### src/rtl/core/mmwg_pkg.sv
// Shared types, constants and arithmetic helpers of the waveform generator.
`default_nettype none
package mmwg_pkg;

  localparam int IdxW      = 24;
  localparam int AmpW      = 16;
  localparam int SineDepth = 1024;
  localparam int OffW      = $clog2(SineDepth);
  localparam int AddrW     = OffW + 1;
  localparam int SineShift = $clog2(4 * SineDepth);
  localparam int LenW      = 25;
  localparam int RateW     = 20;
  localparam int FreqW     = 24;
  localparam int FracW     = 8;
  localparam int CfgW      = 25;
  localparam int DivW      = RateW + FracW;
  localparam int NumW      = 48;
  localparam int CntW      = $clog2(DivW);
  localparam int QsW       = AmpW + 1;
  localparam int ArW       = AmpW + 3;
  localparam int RampShift = AmpW - 1;
  localparam int SawShift  = AmpW;

  localparam logic [AmpW-1:0]       AmpMax      = {1'b0, {(AmpW-1){1'b1}}};
  localparam logic [AmpW-1:0]       AmpMin      = {1'b1, {(AmpW-1){1'b0}}};
  localparam logic signed [ArW-1:0] FsAr        = ArW'(2 ** (AmpW - 1));
  localparam logic [2:0]            ModeReset   = 3'd0;
  localparam logic [LenW-1:0]       LenReset    = LenW'(1);
  localparam logic [RateW-1:0]      RateReset   = RateW'(44100);
  localparam logic [FreqW-1:0]      FreqReset   = FreqW'(256);
  localparam logic [DivW-1:0]       PeriodReset = DivW'(44100);
  localparam longint unsigned       HalfPiQ30   = 64'd1686629713;

  typedef enum logic [1:0] {
    REG_MODE   = 2'd0,
    REG_LENGTH = 2'd1,
    REG_RATE   = 2'd2,
    REG_FREQ   = 2'd3
  } reg_idx_e;

  typedef enum logic [2:0] {
    MODE_RAMP_UP   = 3'd0,
    MODE_RAMP_DOWN = 3'd1,
    MODE_SINE      = 3'd2,
    MODE_SAW       = 3'd3,
    MODE_RSAW      = 3'd4
  } mode_e;

  typedef struct packed {
    mode_e op;
    logic  special;
    logic  last;
  } tag_t;

  typedef struct packed {
    tag_t            tag;
    logic [NumW-1:0] num;
    logic [DivW-1:0] div;
  } item_t;

  typedef struct packed {
    logic [LenW-1:0] ramp_d;
    logic [DivW-1:0] period;
    logic [DivW-1:0] cycle;
  } cfg_t;

  typedef struct packed {
    logic [DivW-1:0] rem;
    logic [NumW-1:0] nq;
  } div_state_t;

  typedef logic [AmpW-2:0] sine_rom_t [0:SineDepth];

  function automatic div_state_t div_step(div_state_t s, logic [DivW-1:0] d);
    logic [DivW:0] part;
    div_state_t    r;
    part = {s.rem, s.nq[NumW-1]};
    r.nq = {s.nq[NumW-2:0], 1'b0};
    if (part >= {1'b0, d}) begin
      part    = part - {1'b0, d};
      r.nq[0] = 1'b1;
    end
    r.rem = part[DivW-1:0];
    return r;
  endfunction

  function automatic logic [AmpW-1:0] sat_amp(logic signed [ArW-1:0] v);
    if (v > $signed({3'b000, AmpMax})) begin
      return AmpMax;
    end else if (v < $signed({3'b111, AmpMin})) begin
      return AmpMin;
    end
    return v[AmpW-1:0];
  endfunction

  function automatic sine_rom_t build_sine_rom();
    sine_rom_t         rom;
    longint unsigned   x;
    longint unsigned   x2;
    longint unsigned   term;
    longint unsigned   prod;
    longint            s;
    longint            v;
    longint            maxa;
    maxa = longint'(AmpMax);
    for (int k = 0; k <= SineDepth; k++) begin
      x    = (HalfPiQ30 * 64'(k)) / 64'(SineDepth);
      x2   = (x * x) >> 30;
      term = x;
      s    = longint'(x);
      for (int n = 1; n <= 7; n++) begin
        prod = (term * x2) >> 30;
        case (n)
          1:       term = prod / 64'd6;
          2:       term = prod / 64'd20;
          3:       term = prod / 64'd42;
          4:       term = prod / 64'd72;
          5:       term = prod / 64'd110;
          6:       term = prod / 64'd156;
          default: term = prod / 64'd210;
        endcase
        if ((n % 2) == 1) begin
          s = s - longint'(term);
        end else begin
          s = s + longint'(term);
        end
      end
      if (s < 0) s = 0;
      if (s > (64'sd1 <<< 30)) s = 64'sd1 <<< 30;
      v = (s * maxa + (64'sd1 <<< 29)) >>> 30;
      if (v > maxa) v = maxa;
      rom[k] = v[AmpW-2:0];
    end
    return rom;
  endfunction

  localparam sine_rom_t SineRom = build_sine_rom();

endpackage
`default_nettype wire

### src/rtl/core/mmwg_front.sv
// Front end: configuration registers, period precompute and item classification.
`default_nettype none
module mmwg_front (
  input  logic                          clk_i,
  input  logic                          rst_ni,
  input  logic                          start_i,
  input  logic [mmwg_pkg::IdxW-1:0]     sample_index_i,
  input  logic                          cfg_we_i,
  input  logic [1:0]                    cfg_idx_i,
  input  logic [mmwg_pkg::CfgW-1:0]     cfg_wdata_i,
  input  logic                          fifo_full_i,
  output logic                          busy_o,
  output logic                          push_o,
  output mmwg_pkg::item_t               item_o,
  output mmwg_pkg::cfg_t                cfg_o
);
  import mmwg_pkg::*;

  typedef enum logic [2:0] {
    PS_IDLE = 3'b001,
    PS_LOAD = 3'b010,
    PS_CALC = 3'b100
  } per_state_e;

  logic [2:0]       mode_q;
  logic [LenW-1:0]  len_q;
  logic [RateW-1:0] rate_q;
  logic [FreqW-1:0] freq_q;
  logic [DivW-1:0]  period_q, period_d;
  per_state_e       state_q, state_d;
  div_state_t       pdiv_q, pdiv_d;
  logic [CntW-1:0]  cnt_q, cnt_d;
  logic             rf_wr;
  logic             per_err;
  logic [NumW-1:0]  prod;
  logic [DivW-1:0]  cycle;

  assign rf_wr   = cfg_we_i && (cfg_idx_i == REG_RATE || cfg_idx_i == REG_FREQ);
  assign cycle   = {rate_q, {FracW{1'b0}}};
  assign per_err = (freq_q == '0) || (period_q < DivW'(2));
  assign prod    = NumW'(sample_index_i) * NumW'(freq_q);
  assign busy_o  = (state_q != PS_IDLE) || fifo_full_i;
  assign push_o  = start_i && !busy_o;

  assign cfg_o.ramp_d = len_q - LenW'(1);
  assign cfg_o.period = period_q;
  assign cfg_o.cycle  = cycle;

  always_comb begin
    state_d  = state_q;
    pdiv_d   = pdiv_q;
    cnt_d    = cnt_q;
    period_d = period_q;
    if (rf_wr) begin
      state_d = PS_LOAD;
    end else begin
      unique case (state_q)
        PS_LOAD: begin
          pdiv_d  = {DivW'(0), rate_q, {FracW{1'b0}}, {(NumW-DivW){1'b0}}};
          cnt_d   = '0;
          state_d = PS_CALC;
        end
        PS_CALC: begin
          pdiv_d = div_step(pdiv_q, DivW'(freq_q));
          cnt_d  = cnt_q + CntW'(1);
          if (cnt_q == CntW'(DivW - 1)) begin
            state_d  = PS_IDLE;
            period_d = pdiv_d.nq[DivW-1:0];
          end
        end
        default: begin
          state_d = PS_IDLE;
        end
      endcase
    end
  end

  always_comb begin
    item_o.tag.last    = ({1'b0, sample_index_i} + LenW'(1)) == len_q;
    item_o.tag.op      = MODE_RAMP_UP;
    item_o.tag.special = 1'b1;
    item_o.num         = '0;
    item_o.div         = DivW'(1);
    unique case (mode_q)
      MODE_RAMP_UP, MODE_RAMP_DOWN: begin
        item_o.tag.op      = (mode_q == MODE_RAMP_UP) ? MODE_RAMP_UP : MODE_RAMP_DOWN;
        item_o.tag.special = len_q <= LenW'(1);
        item_o.num         = NumW'(sample_index_i);
      end
      MODE_SINE: begin
        item_o.tag.op      = MODE_SINE;
        item_o.tag.special = rate_q == '0;
        item_o.num         = prod;
        item_o.div         = cycle;
      end
      MODE_SAW, MODE_RSAW: begin
        item_o.tag.op      = (mode_q == MODE_SAW) ? MODE_SAW : MODE_RSAW;
        item_o.tag.special = per_err;
        item_o.num         = NumW'(sample_index_i);
        item_o.div         = period_q;
      end
      default: begin
        item_o.tag.op = MODE_RAMP_UP;
      end
    endcase
  end

  always_ff @(posedge clk_i or negedge rst_ni) begin
    if (!rst_ni) begin
      mode_q   <= ModeReset;
      len_q    <= LenReset;
      rate_q   <= RateReset;
      freq_q   <= FreqReset;
      period_q <= PeriodReset;
      state_q  <= PS_IDLE;
      pdiv_q   <= '0;
      cnt_q    <= '0;
    end else begin
      if (cfg_we_i) begin
        unique case (reg_idx_e'(cfg_idx_i))
          REG_MODE:   mode_q <= cfg_wdata_i[2:0];
          REG_LENGTH: len_q  <= cfg_wdata_i[LenW-1:0];
          REG_RATE:   rate_q <= cfg_wdata_i[RateW-1:0];
          REG_FREQ:   freq_q <= cfg_wdata_i[FreqW-1:0];
          default:    mode_q <= mode_q;
        endcase
      end
      period_q <= period_d;
      state_q  <= state_d;
      pdiv_q   <= pdiv_d;
      cnt_q    <= cnt_d;
    end
  end

  a_rf_wr_load: assert property (@(posedge clk_i) disable iff (!rst_ni)
    rf_wr |=> state_q == PS_LOAD)
    else $error("period precompute not restarted after write");

  a_load_calc: assert property (@(posedge clk_i) disable iff (!rst_ni)
    (state_q == PS_LOAD && !rf_wr) |=> state_q == PS_CALC)
    else $error("period precompute did not start");

  a_push_idle: assert property (@(posedge clk_i) disable iff (!rst_ni)
    push_o |-> state_q == PS_IDLE)
    else $error("item taken during period precompute");

endmodule
`default_nettype wire

### config.mk
export PLATFORM = sky130hd
export DESIGN_NAME = mmwg_front
export DESIGN_NICKNAME = d
export VERILOG_FILES = /design/src/rtl/core/mmwg_pkg.sv /design/src/rtl/core/mmwg_front.sv
export SDC_FILE = /design/constraint.sdc
export NUM_CORES = 2
export LEC_CHECK = 0
export BUFFER_PORTS_ARGS = -buffer_cell sky130_fd_sc_hd__buf_2
export CAP_MARGIN = 10
export CELL_PAD_IN_SITES_DETAIL_PLACEMENT = 0
export CELL_PAD_IN_SITES_GLOBAL_PLACEMENT = 1
export CORE_ASPECT_RATIO = 1.25
export CORE_MARGIN = 2
export CORE_UTILIZATION = 33
export CTS_CLUSTER_DIAMETER = 120
export CTS_CLUSTER_SIZE = 40
export DETAILED_ROUTE_END_ITERATION = 12
export PLACE_DENSITY_LB_ADDON = 0.05
export SYNTH_ARGS = -nofsm -noshare
export SYNTH_HDL_FRONTEND = slang
export SYNTH_SLANG_ARGS = --single-unit
### constraint.sdc
create_clock -name clk_i -period 18.4 [get_ports clk_i]
set_input_delay 2.76 -clock clk_i [delete_from_list [all_inputs] [get_ports clk_i]]
set_output_delay 2.76 -clock clk_i [all_outputs]
set_load 0.005 [all_outputs]
## Word-level counts from Yosys, hierarchy flattened

Index checks and enable logic that the tools add are counted.

- Input bits: 56
- Logic and storage cells: 64
- Bits in registers: 184
- Output and inout bits: 164

- $add $sub $neg: 4
- Equal/unequal tests: 13
- Bitwise logic cells: 1
- Multiply operators: 1
- $lt $le $gt $ge: 3
- Reductions and logical operators: 20
- Mux-type cells: 13

Operators with widths:

| cell | number |
|---|---|
| $pmux W76 S2 | 1 |
| $pmux W48 S2 | 1 |
| $pmux W28 S2 | 1 |
| $mul A24 B24 Y48 | 1 |
| $ge A29 B24 Y1 | 1 |
| $lt A28 B2 Y1 const B | 1 |
| $mux W28 | 1 |
| $sub A28 B24 Y28 | 1 |
| $add A24 B1 Y25 const B | 1 |
| $eq A25 B25 Y1 | 1 |
| $le A25 B1 Y1 const B | 1 |
| $sub A25 B1 Y25 const B | 1 |
| $logic_not A24 Y1 | 1 |
| $logic_not A20 Y1 | 1 |
| $pmux W5 S2 | 1 |
| $reduce_and A2 Y1 | 5 |
| $eq A3 B2 Y1 const B | 3 |
| $mux W3 | 3 |
| $pmux W3 S3 | 1 |
| $eq A3 B3 Y1 const B | 2 |
| $pmux W3 S2 | 1 |
| $add A5 B1 Y5 const B | 1 |
| $eq A5 B5 Y1 const B | 1 |
| $eq A2 B2 Y1 const B | 2 |
| other kinds (16) | 21 |

## Depth between registers and ports, before layout

- Depth after elaboration: 5
- Mapped depth: 28
- Depth with buffers taken out: 25

## Worst setup path after synthesis

OpenSTA, ideal clock, no wires.

- Kind: in2out
- From: input port sample_index_i[10] in the netlist's numbering
- To: output port item_o[74] in the netlist's numbering
- Buffers on the path: 3
- Stages on the path: 26
- Path slack: 6442 ps
- Arrival time: 9198 ps
- Required time: 15640 ps
- Cell sequence: clkbuf_1 clkbuf_1 nand2_1 fa_1 fa_1 inv_1 fa_1 inv_1 fa_1 inv_1 fa_1 fa_1 inv_1 fa_1 inv_1 ha_1 clkbuf_1 a21o_1 a211o_1 nand4_1 a31oi_1 a211o_1 o311ai_0 a21oi_1 xnor2_1 nor2_1

RTL lines:

| what | line | RTL |
|---|---|---|
| start: declaration | mmwg_front.sv:7 | `input logic [mmwg_pkg::IdxW-1:0] sample_index_i,` |
| end: declaration | mmwg_front.sv:14 | `output mmwg_pkg::item_t item_o,` |

==> flow_summary.json <==
{
  "viasPerCell": 5.09,
  "ctsRootBufferMaster": "clkbuf_16",
  "path_clk_slew_ns": 0.08,
  "drv_cap": 0,
  "setup_viol": 0,
  "dp_cells": 4522,
  "ys_top_cells_by_count": "inv_1, fa_1, nand2_1",
  "grt.overflow.total": 0,
  "rows": 122,
  "synth_enable_flop_cells": 0,
  "cts_buffers": 17,
  "crit_path_end_kind": "output pin",
  "synth_largest_area_cell": "fa_1",
  "regArea_mm2": 0.00463,
  "antenna_found_initial": 12,
  "num_vias": 23200,
  "synth_flop_cell": "dfrtp_1",
  "hold_ws_ns": 0.489,
  "n_fill_cell": 9202,
  "syn_area_mm2": 0.0296,
  "fmax_mhz": 70.5,
  "hold_violations": 0,
  "portBuffers": 211,
  "crit_path_max_fanout": 17,
  "area_growth_pct": 9.52,
  "grt_pass1_vias": 25000,
  "core-area_mm2": 0.0887,
  "ys_top_cells_by_area": "fa_1, dfrtp_1, ha_1",
  "cts_hold_buf": 0,
  "ios": 220,
  "fin_crit_sh_pct": 77.1,
  "syn_area_per_cell_um2": 9.05,
  "startpoint": "sample_index_i[9]",
  "cts_max_path_buffers": 2,
  "relSlewSlack_pct": 24.0,
  "slew_viol_final": 0,
  "start_util_pct": 33.4,
  "cts_tree": "done",
  "drive_above_1_share_pct": 12.6,
  "antenna_left": 0,
  "drc": 0,
  "ys_seq_area_share_pct": 15.6,
  "worstPathArrival_ns": 11.43,
  "synth.top_cell.area_share_pct": 32.7,
  "finish.utilization_pct": 36.6,
  "required_ns": 15.64,
  "dr.pass1.iters": 8,
  "die_area_mm2": 0.0921,
  "stdcell_count": 4558,
  "setup_tns_ns": 0,
  "routed_wirelength_mm": 105,
  "grt_max_degree": 117,
  "wl_per_cell_um": 23.1,
  "fin_skew_ns": 0.0317,
  "min-delay-start": "pdiv_q[33]$_DFFE_PN0P_",
  "synth_most_common_cell": "inv_1",
  "rsz0062_at_grt": "no",
  "regToRegStartpoint": "freq_q[5]$_DFFE_PN0P_",
  "ys_ff_latch": 184,
  "status": "finished, final reports clean",
  "cts_setup_buffers": 0,
  "cts.sinks": 184,
  "layout_min_cycle_time_ns": 14.19,
  "globalRouteTotalUtil_pct": 23.0,
  "fin_nets": 4104,
  "clock_latency_ns": 0.48,
  "drt_iter0_markers": 1069,
  "ys_async_sr_fraction_pct": 100,
  "grt_pass1_wl_mm": 160,
  "syn_inst": 3272,
  "multi_input_area_mm2": 0.0220,
  "synth_cell_type_count": 73,
  "hp-class": "flip-flop to flip-flop",
  "worstSetupPathType": "input pin to output pin",
  "die_w_um": 272,
  "ys_warn_count": 0,
  "die_y_um": 339,
  "post_cts_resized": 0,
  "worst_pin_slew_ns": 1.14,
  "hpwl_mm": 81.4,
  "startpoint_type": "input pin",
  "gp_congestion": 0.806,
  "htreeDepth": 4
}
[placed cells by master, fill, tap and decap left out, types with 77 or more instances in the layout]
master	instances
and2_1	265
o21ai_0	92
inv_1	608
dfrtp_1	167
fa_1	483
buf_2	210
nor2_1	119
nand2_1	412
mux2_2	99
ha_1	202
a21oi_1	77
[final cells by class]
type | instances | share of cell area, %
multi-input cells | 2295 | 67.9
flip-flops and latches | 184 | 14.3
inverters | 608 | 7.04
well taps | 1178 | 4.55
repair buffers | 257 | 4.35
clock buffers | 18 | 1.32
clock inverters | 14 | 0.525
diodes | 4 | 0.0309
[cells by family after synthesis]
kind of cell | count (synthesis) | synth area share (%)
multiplexers | 132 | 4.88
other | 1 | 0.0127
adder cells (fa/ha/maj) | 685 | 41.2
XOR/XNOR | 115 | 3.40
AND/OR/NAND/NOR | 980 | 16.1
flip-flops | 184 | 15.6
buffers and inverters | 800 | 10.3
AO/OA/AOI/OAI | 375 | 8.47
[per-layer routing]
| layer | vias up | wire (um) | global-route usage [%] |
|---|---|---|---|
| met2 | 503 | 56300 | 42.6 |
| met1 | 12200 | 43400 | 28.6 |
| met3 | 77 | 3740 | 2.42 |
| li1 | 10400 | - | - |
| met5 | - | 63 | 0 |
| met4 | 10 | 1940 | 5.01 |
[state kept, by name, indices dropped and copies added, names as in the netlist]
register,flops
rate_q,20
len_q,25
cnt_q,5
mode_q,3
pdiv_q,76
freq_q,24
state_q,3
period_q,28
[critical path, cell delays in order]
cell and delay (ns):
buf_2 0.40, inv_1 0.45, nor2_1 0.39, fa_1 0.48, fa_1 0.53, inv_1 0.06, fa_1 0.49, fa_1 0.52
inv_1 0.05, fa_1 0.46, fa_1 0.55, inv_1 0.06, fa_1 0.54, inv_1 0.05, ha_1 0.44, and3_1 0.34
and2_1 0.27, a221oi_1 0.96, a311oi_1 0.55, o21ai_0 0.47, o21ai_0 0.18, xnor2_1 0.18, nor2_1 0.06, buf_2 0.15
[per-stage QoR]
| step | worst slack, ns | instance area (um^2) |
|---|---|---|
| after floorplan | 6.44 | 29600 |
| after global placement | 4.19 | 31800 |
| after detailed placement | 4.06 | 31800 |
| after CTS | 4.03 | 32400 |
| after global routing | 3.84 | 32400 |
| final | 4.21 | 32400 |
[worst paths after layout]
| check | endpoint | slack [ns] | cells after the start |
|---|---|---|---|
| min reg2reg | pdiv_q[33]$_DFFE_PN0P_ | 0.49 | 2 |
| max reg2reg | pdiv_q[74]$_DFFE_PN0P_ | 13.99 | 13 |
| min in group asynchronous | period_q[12]$_DFFE_PN0P_ | 2.41 | 1 |
| max in group asynchronous | pdiv_q[50]$_DFFE_PN0P_ | 14.36 | 2 |
| min | pdiv_q[33]$_DFFE_PN0P_ | 0.49 | 2 |
| max | item_o[75] | 4.21 | 24 |
Power is left out: the tool's default activity adds up to more than one toggle a clock period on the data nets, which glitch-free logic cannot reach.
