`src/rtl/core/mmwg_pkg.sv`:
```
// Shared types, constants and arithmetic helpers of the waveform generator.
`default_nettype none
package mmwg_pkg;

  localparam int IdxW      = 24;
  localparam int AmpW      = 16;
  localparam int SineDepth = 1024;
  localparam int OffW      = $clog2(SineDepth);
  localparam int AddrW     = OffW + 1;
  localparam int SineShift = $clog2(4 * SineDepth);
  localparam int LenW      = 25;
  localparam int RateW     = 20;
  localparam int FreqW     = 24;
  localparam int FracW     = 8;
  localparam int CfgW      = 25;
  localparam int DivW      = RateW + FracW;
  localparam int NumW      = 48;
  localparam int CntW      = $clog2(DivW);
  localparam int QsW       = AmpW + 1;
  localparam int ArW       = AmpW + 3;
  localparam int RampShift = AmpW - 1;
  localparam int SawShift  = AmpW;

  localparam logic [AmpW-1:0]       AmpMax      = {1'b0, {(AmpW-1){1'b1}}};
  localparam logic [AmpW-1:0]       AmpMin      = {1'b1, {(AmpW-1){1'b0}}};
  localparam logic signed [ArW-1:0] FsAr        = ArW'(2 ** (AmpW - 1));
  localparam logic [2:0]            ModeReset   = 3'd0;
  localparam logic [LenW-1:0]       LenReset    = LenW'(1);
  localparam logic [RateW-1:0]      RateReset   = RateW'(44100);
  localparam logic [FreqW-1:0]      FreqReset   = FreqW'(256);
  localparam logic [DivW-1:0]       PeriodReset = DivW'(44100);
  localparam longint unsigned       HalfPiQ30   = 64'd1686629713;

  typedef enum logic [1:0] {
    REG_MODE   = 2'd0,
    REG_LENGTH = 2'd1,
    REG_RATE   = 2'd2,
    REG_FREQ   = 2'd3
  } reg_idx_e;

  typedef enum logic [2:0] {
    MODE_RAMP_UP   = 3'd0,
    MODE_RAMP_DOWN = 3'd1,
    MODE_SINE      = 3'd2,
    MODE_SAW       = 3'd3,
    MODE_RSAW      = 3'd4
  } mode_e;

  typedef struct packed {
    mode_e op;
    logic  special;
    logic  last;
  } tag_t;

  typedef struct packed {
    tag_t            tag;
    logic [NumW-1:0] num;
    logic [DivW-1:0] div;
  } item_t;

  typedef struct packed {
    logic [LenW-1:0] ramp_d;
    logic [DivW-1:0] period;
    logic [DivW-1:0] cycle;
  } cfg_t;

  typedef struct packed {
    logic [DivW-1:0] rem;
    logic [NumW-1:0] nq;
  } div_state_t;

  typedef logic [AmpW-2:0] sine_rom_t [0:SineDepth];

  function automatic div_state_t div_step(div_state_t s, logic [DivW-1:0] d);
    logic [DivW:0] part;
    div_state_t    r;
    part = {s.rem, s.nq[NumW-1]};
    r.nq = {s.nq[NumW-2:0], 1'b0};
    if (part >= {1'b0, d}) begin
      part    = part - {1'b0, d};
      r.nq[0] = 1'b1;
    end
    r.rem = part[DivW-1:0];
    return r;
  endfunction

  function automatic logic [AmpW-1:0] sat_amp(logic signed [ArW-1:0] v);
    if (v > $signed({3'b000, AmpMax})) begin
      return AmpMax;
    end else if (v < $signed({3'b111, AmpMin})) begin
      return AmpMin;
    end
    return v[AmpW-1:0];
  endfunction

  function automatic sine_rom_t build_sine_rom();
    sine_rom_t         rom;
    longint unsigned   x;
    longint unsigned   x2;
    longint unsigned   term;
    longint unsigned   prod;
    longint            s;
    longint            v;
    longint            maxa;
    maxa = longint'(AmpMax);
    for (int k = 0; k <= SineDepth; k++) begin
      x    = (HalfPiQ30 * 64'(k)) / 64'(SineDepth);
      x2   = (x * x) >> 30;
      term = x;
      s    = longint'(x);
      for (int n = 1; n <= 7; n++) begin
        prod = (term * x2) >> 30;
        case (n)
          1:       term = prod / 64'd6;
          2:       term = prod / 64'd20;
          3:       term = prod / 64'd42;
          4:       term = prod / 64'd72;
          5:       term = prod / 64'd110;
          6:       term = prod / 64'd156;
          default: term = prod / 64'd210;
        endcase
        if ((n % 2) == 1) begin
          s = s - longint'(term);
        end else begin
          s = s + longint'(term);
        end
      end
      if (s < 0) s = 0;
      if (s > (64'sd1 <<< 30)) s = 64'sd1 <<< 30;
      v = (s * maxa + (64'sd1 <<< 29)) >>> 30;
      if (v > maxa) v = maxa;
      rom[k] = v[AmpW-2:0];
    end
    return rom;
  endfunction

  localparam sine_rom_t SineRom = build_sine_rom();

endpackage
`default_nettype wire

```
`src/rtl/core/mmwg_fifo.sv`:
```
// Two-entry queue between the front end and the arithmetic back end.
`default_nettype none
module mmwg_fifo (
  input  logic            clk_i,
  input  logic            rst_ni,
  input  logic            push_i,
  input  mmwg_pkg::item_t item_i,
  output logic            full_o,
  input  logic            pop_i,
  output logic            valid_o,
  output mmwg_pkg::item_t item_o
);
  import mmwg_pkg::*;

  item_t      mem_q [2];
  logic       wr_ptr_q, wr_ptr_d;
  logic       rd_ptr_q, rd_ptr_d;
  logic [1:0] count_q, count_d;

  assign full_o  = count_q[1];
  assign valid_o = |count_q;
  assign item_o  = mem_q[rd_ptr_q];

  always_comb begin
    wr_ptr_d = push_i ? ~wr_ptr_q : wr_ptr_q;
    rd_ptr_d = (pop_i && valid_o) ? ~rd_ptr_q : rd_ptr_q;
    count_d  = count_q + 2'(push_i) - 2'(pop_i && valid_o);
  end

  always_ff @(posedge clk_i or negedge rst_ni) begin
    if (!rst_ni) begin
      wr_ptr_q <= 1'b0;
      rd_ptr_q <= 1'b0;
      count_q  <= 2'd0;
    end else begin
      wr_ptr_q <= wr_ptr_d;
      rd_ptr_q <= rd_ptr_d;
      count_q  <= count_d;
    end
  end

  always_ff @(posedge clk_i) begin
    if (push_i) begin
      mem_q[wr_ptr_q] <= item_i;
    end
  end

endmodule
`default_nettype wire

```
`config.mk`:
```
export PLATFORM = sky130hd
export DESIGN_NAME = mmwg_fifo
export DESIGN_NICKNAME = d
export VERILOG_FILES = /design/src/rtl/core/mmwg_pkg.sv /design/src/rtl/core/mmwg_fifo.sv
export SDC_FILE = /design/constraint.sdc
export NUM_CORES = 1
export LEC_CHECK = 0
export ABC_CLOCK_PERIOD_IN_PS = 7100
export BUFFER_PORTS_ARGS = -buffer_cell sky130_fd_sc_hd__buf_2
export CORE_MARGIN = 2
export CORE_UTILIZATION = 56
export CTS_CLUSTER_DIAMETER = 120
export DETAILED_ROUTE_END_ITERATION = 12
export PLACE_DENSITY_LB_ADDON = 0.05
export SYNTH_ARGS = -nofsm -noshare
export SYNTH_HDL_FRONTEND = slang
export SYNTH_SLANG_ARGS = --single-unit
export TNS_END_PERCENT = 10
```
`constraint.sdc`:
```
create_clock -name clk_i -period 7.1 [get_ports clk_i]
set_clock_uncertainty 0.1 [all_clocks]
set_input_delay 0.71 -clock clk_i [delete_from_list [all_inputs] [get_ports clk_i]]
set_output_delay 0.71 -clock clk_i [all_outputs]
set_load 0.05 [all_outputs]
```
---- Yosys cells after proc, flatten, opt, wreduce, memory -nomap -nowiden ----
Memory sizes are Yosys's and may differ from the RTL's.
Cells that the tools add are included.
storage, ports and cells
  RAM bits ................................ 162
  register bits after elaboration ......... 4
  memories kept ........................... 1
  input port bits ......................... 85
operators by class
  multiplexer cells ....................... 2
  reduce and logical (&&, ||, !) cells .... 2
  bitwise operators ....................... 2
  add/sub/neg operators ................... 2
memory list
  name   depth  bits a word  read ports  clocked after memory_dff  write ports  line             source
  mem_q  2      81           1           0                         1            mmwg_fifo.sv:15  item_t mem_q [2];
operators by type and width
  operator             count
  $add A2 B1 Y2        1
  $mux W1              2
  $not A1 Y1           2
  $reduce_or A2 Y1     1
  $sub A2 B1 Y2        1
  $logic_and A1 B1 Y1  1

---- Longest topological paths before layout ----
Gate-level depths: netlist of the first run.
  depth in word-level cells ............... 3
  depth in mapped cells ................... 6

---- Worst setup path after synthesis of the first run ----
Ideal clock, no wire load.
  path type ............................... input to register
  from .................................... input port push_i
  to ...................................... memory mem_q[0][0] (netlist name), enable pin
  slack ................................... 2.219 ns
  stages on the path ...................... 1
  arrival ................................. 4.251 ns
  setup time .............................. 0.531 ns
  required time ........................... 6.469 ns
  cells stage by stage .................... nor2b_1
between the ends
  longest elaborated chain between the ends .. 2
RTL lines
  item                           line             source
  from (decl)                    mmwg_fifo.sv:6   input logic push_i,
  $mux W1                        mmwg_fifo.sv:43  if (push_i) begin
  $mux W1 (not written as such)  mmwg_fifo.sv:44  mem_q[wr_ptr_q] <= item_i;
  to (decl)                      mmwg_fifo.sv:15
Every way passes these cells.

==> flow_metrics.py, run 1 <==
metrics = {
    "worst_hold_path": {
        "hp-start": "item_i[8]",
        "hold_path_class": "primary input to register",
    },
    "synthesis": {
        "synth_area_leaders": "edfxtp_1, mux2_4, buf_12",
        "syn_avg_cell_area_um2": 24.02,
        "ys_ff_latch": 166,
        "ys_async_sr_fraction_pct": 2.410,
        "synth_edf_count": 162,
        "synth_largest_area_cell": "edfxtp_1",
        "seq_area_frac_synth_pct": 77.11,
        "ys.flop_type": "edfxtp_1",
        "syn_inst": 268,
        "syn_area_um2": 6439,
        "yosysUniqueCellTypes": 14,
        "syn_nets": 355,
        "yosysTopAreaCellShare_pct": 75.55,
        "yosysWarnings": 0,
    },
    "critical_path": {
        "worstSetupStartpoint": "rd_ptr_q",
        "end_kind": "output pin",
        "r2r_start": "wr_ptr_q",
        "crit_chain": "buf_4 -> mux2_2 -> buf_2",
        "cp_num_buf_inv": 2,
        "critical_path_arrival_ns": 2.69,
        "cp_slowest_cell": "dfrtp_4",
        "crit_fanout": 45,
        "crit_required_ns": 6.29,
        "start_kind": "register",
        "critPathMaxStageDelay_ns": 0.89,
        "path_class": "register to output pin",
        "path_delay_family": "buffers and inverters",
    },
    "placed_design": {
        "hpwlAfterDp_um": 6427,
        "gp_congestion": 0.7285,
        "dp.cells": 571,
        "place_ws_ns": 3.964,
        "numPortBuffers": 167,
    },
    "floorplanning": {
        "rows": 39,
        "fp.dieW_um": 111.2,
        "coreArea_um2": 11320,
        "start_util_pct": 56.87,
        "fp.dieArea_um2": 12370,
        "io_pins": 168,
        "die_y_um": 111.2,
    },
    "power_and_ir_drop": {
        "power.density_nw_per_um2": 492.4,
        "p_leak_nw": 3.250,
        "ir_worst_vdd_uv": 371.1,
    },
    "sta": {
        "final_max_slew_viol_count": 0,
        "hold_viol": 0,
        "finalSetupViolations": 0,
        "worst_slack_ns": 3.599,
        "clock.fmax_ghz": 0.2856,
        "fin_crit_ns": 3.501,
        "fin_crit_sh_pct": 49.31,
        "slew_headroom_pct": 26.83,
        "worst_pin_slew_ns": 1.098,
        "fin_hold_ws_ns": 0.3879,
        "grt_setup_unrepaired": "false",
        "tns_ns": 0,
    },
    "clock_network": {
        "cts_hold_buf": 1,
        "cts.clk_slew.worst_paths_ns": 0.06,
        "cts_setup_buffers": 0,
        "clockRootBuffer": "clkbuf_16",
        "clk_latency_ns": 0.40,
        "clkSinkCount": 166,
        "ctsResizeCount": 0,
        "cts_tree": "built",
        "clock_path_buffers": 2,
        "cts_max_level": 4,
        "cts_buffers": 17,
    },
    "drt": {
        "wl_per_cell_um": 16.85,
        "drc": 0,
        "routed_wirelength_um": 10190,
        "viasPerCell": 4.990,
        "first_pass_iters": 4,
        "vias": 3019,
        "drtIter0Drc": 148,
        "drtAntennaViolNets": 0,
    },
    "flow_run": {
        "maxCapViolCount": 0,
    },
    "cells_and_area": {
        "syn2layout_area_growth_pct": 23.63,
        "nNetsFinal": 535,
        "drive_gt1_share_pct": 61.17,
        "multi_input_area_um2": 1305,
        "regArea_um2": 4969,
        "stdcell_count": 605,
        "post-route-util_pct": 70.31,
        "fill_cells": 758,
    },
    "status": {
        "status": "complete, no violations",
    },
    "global_route": {
        "antenna_found_initial": 2,
        "grt_pass1_vias": 3106,
        "grt_max_degree": 82,
        "grt.total_usage_pct": 17.17,
        "grt_remaining_overflow": 0,
        "grt_pass1_wl_um": 15930,
    },
}
## metrics by stage
step | instance area, µm² | total power, W
after detailed placement | 7311 | 0.002992
after global placement | 7311 | 0.002981
final | 7960 | 0.003920
after global routing | 7960 | 0.004070
after CTS | 7958 | 0.003962
after floorplan | 6439 | 0.002803
## final timing paths
path | endpoint | slack, ns | cells past startpoint
max | item_o[0] | 3.60 | 3
min | mem_q[1][8] | 0.39 | 1
max reg2reg | mem_q[0][0] | 5.19 | 2
min reg2reg | wr_ptr_q | 0.46 | 1
max in group asynchronous | rd_ptr_q | 6.23 | 2
min in group asynchronous | count_q[0] | 0.53 | 2
## flip-flops by register name (all words and copies together), names as in the netlist
register / cells
count_q: 2
mem_q: 162
rd_ptr_q: 1
wr_ptr_q: 1
## per-layer routing
layer | track usage (%) | part of all wire (%)
met5 | 0 | 0.12
met4 | 6.337 | 1.3
met3 | 7.272 | 7.7
met2 | 28.25 | 52
met1 | 20.29 | 39
## area by class of cell
| cell class | instances | area share (%) |
|---|---|---|
| flip-flops and latches | 166 | 62.42 |
| multi-input cells | 91 | 16.39 |
| clock inverters | 14 | 2.609 |
| clock buffers | 18 | 5.391 |
| inverters | 2 | 0.09431 |
| diodes | 1 | 0.03144 |
| repair buffers | 170 | 10.81 |
| well taps | 143 | 2.248 |
## report_power, final
group          switching (W)  total [W]  internal, W
sequential          0.000107    0.00141      0.00131
combinational        0.00103    0.00154     0.000506
clock               0.000345   0.000966     0.000621
## cells by family after synthesis
| logic type | share of synthesized area, % |
|---|---|
| AOI/OAI and AO/OA | 0.1166 |
| xor gates and xnor gates | 0.5442 |
| adders and majority gates | 0.3886 |
| buffers and inverters | 2.779 |
| DFF | 77.11 |
| muxes | 18.77 |
| and+or+nand+nor | 0.2917 |
## cells in the final DEF, fill, tap and decap left out, types with 2 or more instances in the layout
| cell type | instances |
|---|---|
| clkinvlp_4 | 2 |
| mux2_4 | 79 |
| xnor2_1 | 2 |
| buf_2 | 167 |
| buf_4 | 2 |
| mux2_2 | 2 |
| ha_1 | 2 |
| clkbuf_16 | 17 |
| inv_1 | 2 |
| bufinv_16 | 5 |
| clkinv_4 | 3 |
| xor2_1 | 2 |
| clkinv_1 | 3 |
| edfxtp_1 | 162 |
| dfrtp_1 | 3 |
## cell usage after synthesis, types with 2 or more instances
cell	count
buf_12	8
xnor2_1	2
dfrtp_1	4
mux2_4	79
xor2_1	2
edfxtp_1	162
mux2_2	2
inv_1	2
ha_1	2
Note: power is estimated with default switching activity, not from simulation.
==> run 2, diff against run 1 <==
- ABC_AREA: default -> 1
- ABC_CLOCK_PERIOD_IN_PS: 7100 -> 3600
- CORE_UTILIZATION: 56 -> 52
- clock period: 7.1 -> 3.6 ns (I/O delays scaled with it)
==> flow_metrics.py, run 2 <==
metrics = {
    "synthesis": {
        "seq_area_frac_synth_pct": 80.86,
        "synth_largest_area_cell": "edfxtp_1",
        "yosysTopAreaCellShare_pct": 79.23,
        "ys.flop_type": "edfxtp_1",
        "synth_most_common_cell": "nand2_1",
        "syn_nets": 538,
        "yosysUniqueCellTypes": 12,
        "yosysWarnings": 0,
        "synth_area_leaders": "edfxtp_1, nand2_1, buf_6",
        "ys_ff_latch": 166,
        "syn_area_um2": 6140,
        "synth_common_cells": "nand2_1, edfxtp_1, buf_6, inv_1, buf_2",
        "syn_inst": 451,
        "synth_edf_count": 162,
        "syn_avg_cell_area_um2": 13.61,
        "ys_async_sr_fraction_pct": 2.410,
    },
    "global_route": {
        "grt.total_usage_pct": 19.07,
        "grt_remaining_overflow": 0,
        "grt_max_degree": 83,
        "grt_util_met3_pct": 7.559,
        "grt_pass1_wl_um": 18010,
        "antenna_found_initial": 1,
        "grt_pass1_vias": 3686,
        "grt_use_met2_pct": 29.82,
        "top_usage_layer": "met2",
        "grt_util_met1_pct": 23.32,
    },
    "worst_hold_path": {
        "whs_endpoint": "mem_q[0][24]",
        "hold_path_class": "primary input to register",
        "hp-start": "item_i[24]",
        "hold_depth": 1,
    },
    "cells_and_area": {
        "syn2layout_area_growth_pct": 25.15,
        "final_common_cell": "nand2_1",
        "regArea_um2": 4966,
        "fill_cells": 866,
        "stdcell_count": 784,
        "largest_register_ffs": 162,
        "multi_input_area_um2": 1005,
        "largest_registers": "mem_q x162, count_q x2",
        "drive_gt1_share_pct": 31.72,
        "post-route-util_pct": 67.00,
        "regMostFlops": "mem_q",
        "final_cell_mix": "nand2_1, buf_2, edfxtp_1",
        "nNetsFinal": 714,
    },
    "critical_path": {
        "rr_endpoint": "mem_q[0][11]",
        "r2r_cells": 2,
        "crit_fanout": 82,
        "start_kind": "register",
        "critical_path_arrival_ns": 2.03,
        "crit_required_ns": 3.14,
        "r2r_start": "wr_ptr_q",
        "path_class": "register to output pin",
        "rrSetupSlack_ns": 2.03,
        "end_kind": "output pin",
    },
    "floorplanning": {
        "die_y_um": 112.7,
        "io_pins": 168,
        "rows": 39,
        "fp.dieArea_um2": 12690,
        "fp.dieW_um": 112.7,
        "start_util_pct": 53.54,
        "coreArea_um2": 11470,
    },
    "power_and_ir_drop": {
        "ir_worst_vdd_uv": 656.5,
        "power.density_nw_per_um2": 1009,
        "power.total_w": 0.007753,
        "p_leak_nw": 3.383,
    },
    "placed_design": {
        "hpwlAfterDp_um": 7215,
        "dp.cells": 750,
        "gp_congestion": 0.7330,
        "numPortBuffers": 167,
    },
    "status": {
        "status": "complete, no violations",
    },
    "drt": {
        "drc": 0,
        "drtIter0Drc": 183,
        "wl_per_cell_um": 14.76,
        "viasPerCell": 4.841,
        "vias": 3795,
        "routed_wirelength_um": 11570,
        "first_pass_iters": 4,
        "drtAntennaViolNets": 0,
    },
    "sta": {
        "tns_ns": 0,
        "slew_headroom_pct": 40.47,
        "fin_hold_ws_ns": 0.02592,
        "worst_pin_slew_ns": 0.8929,
        "hold_viol": 0,
        "final_max_slew_viol_count": 0,
        "fin_crit_ns": 2.487,
        "finalSetupViolations": 0,
        "clock.fmax_ghz": 0.4021,
        "fin_crit_sh_pct": 69.08,
        "grt_setup_unrepaired": "false",
    },
    "clock_network": {
        "cts_tree": "built",
        "clockRootBuffer": "clkbuf_16",
        "clkSinkCount": 166,
        "clock_path_buffers": 2,
        "cts_max_level": 4,
        "cts.clk_slew.worst_paths_ns": 0.06,
        "cts_hold_buf": 1,
        "ctsResizeCount": 0,
        "cts_buffers": 17,
        "cts_setup_buffers": 0,
        "clk_latency_ns": 0.41,
    },
    "flow_run": {
        "maxCapViolCount": 0,
    },
}
run 2: cell types whose count changed in the layout (fill, tap and decap cells not counted), moves of 3 or more:
cell	previous run	this run
clkinv_4	3	0
mux2_4	79	0
buf_4	2	5
nand2_1	0	253
clkinv_2	1	6
inv_1	2	7
run 2: cell type report:
class	instances	share of cell area [%]
clock inverters	14	2.133
multi-input cells	259	13.08
repair buffers	174	11.76
inverters	9	0.4560
clock buffers	18	5.585
diodes	1	0.03257
well taps	143	2.329
flip-flops and latches	166	64.63
run 2: worst max-delay path: stages, from the launching register on:
cell	delay [ns]
dfrtp_2	0.36
buf_4	0.67
nand2_1	0.12
nand2_1	0.13
buf_2	0.26
run 2: power breakdown:
| group | total, W | switching (W) | internal, W |
|---|---|---|---|
| clock | 0.00181 | 0.000666 | 0.00114 |
| sequential | 0.00266 | 0.0000900 | 0.00257 |
| combinational | 0.00329 | 0.00267 | 0.000620 |
run 2: logic make-up (layout without fill, tap and decap cells):
kind of cell	after synthesis	in the layout	synth area share, %
fa+ha+maj	2	2	0.4075
xor+xnor	1	1	0.1427
flops	166	166	80.86
other cells	0	1	0
buf+inv	26	215	2.894
simple gates	256	256	15.69
run 2: per-stage QoR:
| step | cell area [µm²] | setup WS, ns |
|---|---|---|
| final | 7684 | 1.113 |
| after global routing | 7681 | 0.9730 |
| after CTS | 7681 | 1.081 |
| after detailed placement | 7078 | 1.524 |
| after global placement | 7078 | 1.529 |
| after floorplan | 6142 | 0.5434 |
run 2: worst max-delay path by stage:
| stage | slack (ns) | to | from | depth (start not counted) |
|---|---|---|---|---|
| floorplan | 0.54 | mem_q[0][0] | wr_ptr_q | 1 |
| global placement | 1.53 | item_o[7] | rd_ptr_q | 4 |
| detailed placement | 1.52 | item_o[7] | rd_ptr_q | 4 |
| CTS | 1.08 | item_o[7] | rd_ptr_q | 4 |
| global route | 0.97 | item_o[7] | rd_ptr_q | 4 |
| finish | 1.11 | item_o[53] | rd_ptr_q | 4 |
run 2: routing by layer:
metal / up-vias / routed length, µm / part of all wire [%]
li1: 1869 / - / -
met1: 1777 / 4806 / 42
met2: 125 / 5545 / 48
met3: 24 / 945 / 8.2
met4: 0 / 277 / 2.4
met5: - / 0 / 0
